`config.mk`:
```
export PLATFORM = sky130hd
export DESIGN_NAME = shp_kernel
export DESIGN_NICKNAME = d
export VERILOG_FILES = /design/src/hdl/shp_pkg.sv /design/src/hdl/shp_kernel.sv
export SDC_FILE = /design/constraint.sdc
export NUM_CORES = 1
export LEC_CHECK = 0
export BUFFER_PORTS_ARGS = -buffer_cell sky130_fd_sc_hd__buf_2
export CAP_MARGIN = 10
export CORE_UTILIZATION = 49
export DETAILED_ROUTE_END_ITERATION = 10
export GPL_TIMING_DRIVEN = 0
export PLACE_DENSITY = 0.8
export SLEW_MARGIN = 25
export SYNTH_ARGS = -nofsm -noshare
export SYNTH_HDL_FRONTEND = slang
export SYNTH_SLANG_ARGS = --single-unit
```
`constraint.sdc`:
```
create_clock -name vclk -period 5.8
set_input_delay 0.58 -clock vclk [all_inputs]
set_output_delay 0.58 -clock vclk [all_outputs]
set_load 0.02 [all_outputs]
```
`src/hdl/shp_pkg.sv`:
```
`timescale 1ns / 1ps

package shp_pkg;

  localparam int PIX_W       = 24;
  localparam int CHAN_W      = 8;
  localparam int NUM_CHAN    = 3;
  localparam int ROW_W       = 12;
  localparam int CFG_W       = 12;
  localparam int ACC_W       = 13;
  localparam int WIN_SIZE    = 9;
  localparam int CENTER_IDX  = 4;
  localparam int CENTER_GAIN = 10;
  localparam int WIDTH_MIN   = 3;
  localparam int WIDTH_RESET = 640;
  localparam int CHAN_MAX    = 255;

  localparam logic [ROW_W-1:0] ROW_LIMIT = '1;

  typedef logic [PIX_W-1:0]         pix_t;
  typedef logic [CHAN_W-1:0]        chan_t;
  typedef logic signed [ACC_W-1:0]  acc_t;

endpackage

```
`src/hdl/shp_kernel.sv`:
```
`timescale 1ns / 1ps

module shp_kernel (
  input  shp_pkg::pix_t win [shp_pkg::WIN_SIZE],
  output shp_pkg::pix_t pix_out
);

  always_comb begin
    shp_pkg::acc_t  acc;
    shp_pkg::chan_t v;
    pix_out = '0;
    for (int ch = 0; ch < shp_pkg::NUM_CHAN; ch++) begin
      v   = win[shp_pkg::CENTER_IDX][ch*shp_pkg::CHAN_W +: shp_pkg::CHAN_W];
      acc = shp_pkg::acc_t'({{(shp_pkg::ACC_W-shp_pkg::CHAN_W){1'b0}}, v}) *
            shp_pkg::acc_t'(shp_pkg::CENTER_GAIN);
      for (int k = 0; k < shp_pkg::WIN_SIZE; k++) begin
        if (k != shp_pkg::CENTER_IDX) begin
          v   = win[k][ch*shp_pkg::CHAN_W +: shp_pkg::CHAN_W];
          acc = acc - shp_pkg::acc_t'({{(shp_pkg::ACC_W-shp_pkg::CHAN_W){1'b0}}, v});
        end
      end
      if (acc < 0) begin
        pix_out[ch*shp_pkg::CHAN_W +: shp_pkg::CHAN_W] = '0;
      end else if (acc > shp_pkg::acc_t'(shp_pkg::CHAN_MAX)) begin
        pix_out[ch*shp_pkg::CHAN_W +: shp_pkg::CHAN_W] = '1;
      end else begin
        pix_out[ch*shp_pkg::CHAN_W +: shp_pkg::CHAN_W] = acc[shp_pkg::CHAN_W-1:0];
      end
    end
  end

endmodule

```
# ---- After elaboration in Yosys (flattened, before gate mapping)
# Cells that the tools add are included.
dict set report totals {
  regBits 0
  input_bits 216
  out_inout_bits 24
  wordCells 39
}
dict set report classes {
  addsub 24
  mul 3
  order_cmp 6
  muxes 6
}
# op count
set op_table {}
lappend op_table {{subtractor 13 x 9 -> 13 bit} 21}
lappend op_table {{2-to-1 mux 8 bit} 6}
lappend op_table {{> comparator 13 x 9 -> 1 bit (second input constant)} 3}
lappend op_table {{less-than comparator 13 x 1 -> 1 bit (second input constant)} 3}
lappend op_table {{subtractor 12 x 8 -> 13 bit} 3}
lappend op_table {{multiplier 8 x 3 -> 11 bit (second input constant)} 3}

# ---- Logic depth before layout (Yosys ltp)
dict set report logic_depth {
  depth_word 12
  depth_mapped 21
  ltp_nobuf 20
}

# ---- Worst setup path after synthesis
# OpenSTA, ideal clock, no wires.
dict set report synth_path {
  path_kind {in2out}
  start {input win[114] in the netlist's numbering}
  end {output pix_out[16]}
  t_arrival_ns 5.558
  required_ns 5.220
  slack_ns -0.338
  cell_stages 18
  n_path_buf 0
  cell_sequence {ha_1 ha_1 a21oi_1 o21ai_0 nor2b_1 fa_1 fa_1 fa_1 inv_1 fa_1 inv_1 ha_1 and3_1 and3_1 a2111oi_4 and2b_2 nor3_1 a31oi_1}
}
dict set report synth_via {
  elab_chain_cells 12
  word_cells_on_any_way 13
  cone_classes {add/sub: 8; mul: 1; order compare: 2; mux: 2}
}
# item line
set synth_lines {}
lappend synth_lines {{from (decl)} shp_kernel.sv:4} ;# input shp_pkg::pix_t win [shp_pkg::WIN_SIZE],
lappend synth_lines {{multiplier 8 x 3 -> 11 bit (*)} shp_kernel.sv:14} ;# acc = shp_pkg::acc_t'({{(shp_pkg::ACC_W-shp_pkg::CHAN_W){1'b0}}, v}) *
lappend synth_lines {{subtractor 12 x 8 -> 13 bit (*)} shp_kernel.sv:19} ;# acc = acc - shp_pkg::acc_t'({{(shp_pkg::ACC_W-shp_pkg::CHAN_W){1'b0}}, v});
lappend synth_lines {{subtractor 13 x 9 -> 13 bit (*) (7 in a row)} shp_kernel.sv:19}
lappend synth_lines {{> comparator 13 x 9 -> 1 bit} shp_kernel.sv:24} ;# end else if (acc > shp_pkg::acc_t'(shp_pkg::CHAN_MAX)) begin
lappend synth_lines {{2-to-1 mux 8 bit} shp_kernel.sv:24}
lappend synth_lines {{2-to-1 mux 8 bit (*)} shp_kernel.sv:22} ;# if (acc < 0) begin
lappend synth_lines {{to (decl)} shp_kernel.sv:5} ;# output shp_pkg::pix_t pix_out
# Mark *: on every way between the ends. The rest lies on a longest branch, timed or not.

# ---- Worst setup path in the final report
dict set report layout_path {
  start {input win[115] in the netlist's numbering}
  end {output pix_out[19]}
}
# The elaborated chain is that of the path after synthesis.

==> run summary <==
The synthesized instance count is 826. The area fraction of the dominant cell type after synthesis is 47.0%. The yosys synthesis warning count is 0.

The core region area is 14500 sq um. The compound-gate portion of the synthesized area came out at 11.8%. Yosys instantiated no cell more often than sky130_fd_sc_hd__inv_1. The post-synthesis to final-layout area growth is 43.3%. The worst setup path is captured at an output port. The final clock period utilization by the worst path came out at 107%. The maximum number of pins on one net before global-route repair is 9. On the worst path, the slowest cell contributes a delay of 0.53 ns.

The number of nets in the layout is 1566. The proportion of synthesized chip area in sequential cells is 0%. For this run, design rule violations remaining after detail routing come to 0. The floorplan step set the die height to 124 um. The final design utilization is 71.8%.

The initial antenna violation count is 0. In the post-synthesis netlist, the biggest area contributors are sky130_fd_sc_hd__fa_1 (47%), sky130_fd_sc_hd__inv_1 (17%), sky130_fd_sc_hd__ha_1 (13%). After Yosys synthesis, and, or, nand and nor cells account for 5.90% of the synthesized area. The number of clock buffers in the layout is 0. The slew at the pin with the worst max-slew slack came out at 0.704 ns. The fmax is 0.161 GHz.

Counting I/O delays and the setup requirement, the final critical path takes 6.20 ns. The number of buffers inserted for hold repair after clock tree synthesis came out at 0. The final critical-path setup slack came out at -0.403 ns. In this run the worst path has a maximum fanout of 8. The worst hold slack came out at 1.90 ns. The cell family contributing the most delay on the critical path is adder cells.

The tightest min-delay check is of the input pin to output port type. The critical path goes through buf_8, ha_4, ha_4, inv_2, fa_2, xor2_2, fa_2, inv_2, fa_1, inv_2, fa_2, fa_2, inv_2, ha_4, and3_4, a2111oi_4, xnor2_2, a2111oi_4, buf_6, a31oi_1, buf_4. The final routed wire length divided by cell count is 14.1 um. The net count after synthesis came out at 1288. For this run, the total global-route usage over all layers was measured as 24.1%.

By count the netlist is led by sky130_fd_sc_hd__inv_1 (334), sky130_fd_sc_hd__fa_1 (171), sky130_fd_sc_hd__ha_1 (75). The routability congestion estimate came out at 0.788. After legalization and detailed placement, the total HPWL measured 14600 um. The starting density of the core came out at 50.1%. The post-synthesis cell type count is 50. The relative slew slack is 53.0%. The sequential cell area came out at 0 sq um. On the critical path, the stage with the largest delay is an instance of sky130_fd_sc_hd__fa_2. The first TritonRoute pass finished after 4 iterations. The first global-routing pass estimated 29000 um of wire. The detailed router placed 6292 vias in this run. The number of filler cells placed in the layout came out at 1026. The classification of the worst setup path is input pin to output port. The final count of negative-setup-slack endpoints came out at 24. The multi-input combinational cell area is 7150 sq um.

The arrival time at the worst endpoint is 5.62 ns. The vias per cell came out at 4.89. The required time at the endpoint of the critical path came out at 5.22 ns. The critical path contains buffers and inverters numbering 7 combined.

The floorplan has 44 rows. The share of synthesized area spent on multiplexers is 0.155%. The final reports fail on setup timing. The final count of hold timing violations is 0. The detailed router's first-iteration violation count is 245. Summing every instance area after synthesis gives 7280 sq um. Buffers placed on the I/O ports in this run total 240. The number of global-route vias before repair is 6626. The xor-xnor portion of the synthesized cell area came out at 4.69%.

After synthesis, the largest family of logic cells by area is adder cells. The total congestion overflow after global routing is 0. STA classifies the critical path startpoint as an input pin. The design has 0 sequential cells.

The floorplan step defined a die boundary enclosing 15300 sq um. The total count of max-transition violations in the final report is 0. The largest total area in the synthesized netlist belongs to sky130_fd_sc_hd__fa_1. 0 antenna diodes ended up in the layout. After Yosys synthesis, full adders, half adders and majority gates account for 59.9% of the synthesized area.

The total routed wirelength came out at 18200 um. Setup repair after global routing could not meet its margin everywhere. The flow ran to the end, but the final reports show violations.

The width of the die came out at 124 um. The max-capacitance violation count came out at 0. The post-route antenna net violation count came out at 0. The fraction of layout cells with a size suffix above 1 came out at 39.1%. In this run the mean area of a mapped cell was 8.81 sq um. For this design the top-level I/O count stands at 240.
[worst paths after layout]
kind | from | endpoint | cells past startpoint
worst max-delay path | win[115] | pix_out[19] | 21
worst min-delay path | win[119] | pix_out[17] | 5
[final cells by class]
| class | count | share of cell area, % |
|---|---|---|
| multi-input cells | 488 | 68.5 |
| repair buffers | 278 | 17.1 |
| inverters | 334 | 12.0 |
| well taps | 184 | 2.21 |
| plain buffers | 2 | 0.144 |
[repair_timing]
action,CTS,global route
gates resized for setup,142,38
hold endpoints to repair,0,0
pin swaps,91,46
gates cloned,0,0
setup buffers,26,13
setup endpoints to repair,24,24
[metal layers]
metal	vias to the layer above	wire [um]	track usage, %
li1	2998	-	-
met1	3064	7050	29.0
met2	184	9740	46.1
met3	46	635	0.870
met4	0	737	7.45
met5	-	0	0
[stage by stage]
step | worst slack (ns) | setup TNS, ns | cell area [sq um] | instances
global placement | -0.731 | -15.33 | 9300 | 1250
floorplan | -0.258 | -3.22 | 7870 | 826
global route | -0.540 | -9.55 | 10400 | 1286
finish | -0.403 | -6.43 | 10400 | 1286
detailed placement | -0.766 | -16.10 | 9300 | 1250
CTS | -0.404 | -5.94 | 10200 | 1273
[cells by family (layout without fill, tap and decap cells)]
logic type | after synthesis | in the layout
XOR/XNOR | 39 | 39
adder cells (fa/ha/maj) | 246 | 246
multiplexers | 1 | 1
AO/OA/AOI/OAI | 120 | 120
AND/OR/NAND/NOR | 82 | 82
buffers and inverters | 338 | 614
[tightest hold or removal path: cells and delay by family]
family	cells	cell delay, ns
compound gates	2	0.39
buf+inv	2	0.25
simple gates	1	0.10
[placed cells by master (no fill, tap or decap), drive strengths merged, types with 5 or more instances in the layout]
| master | instances |
|---|---|
| a21o | 9 |
| a21oi | 27 |
| a31oi | 20 |
| a41oi | 7 |
| and3 | 8 |
| buf | 279 |
| fa | 171 |
| ha | 75 |
| inv | 334 |
| nand2 | 14 |
| nand3 | 5 |
| nor2 | 20 |
| nor2b | 9 |
| nor3 | 7 |
| nor3b | 5 |
| o21a | 8 |
| o21ai | 18 |
| xnor2 | 19 |
| xor2 | 20 |
Power is not shown: default switching activity piles up to over one toggle a cycle in this logic, so the estimate is an artifact.
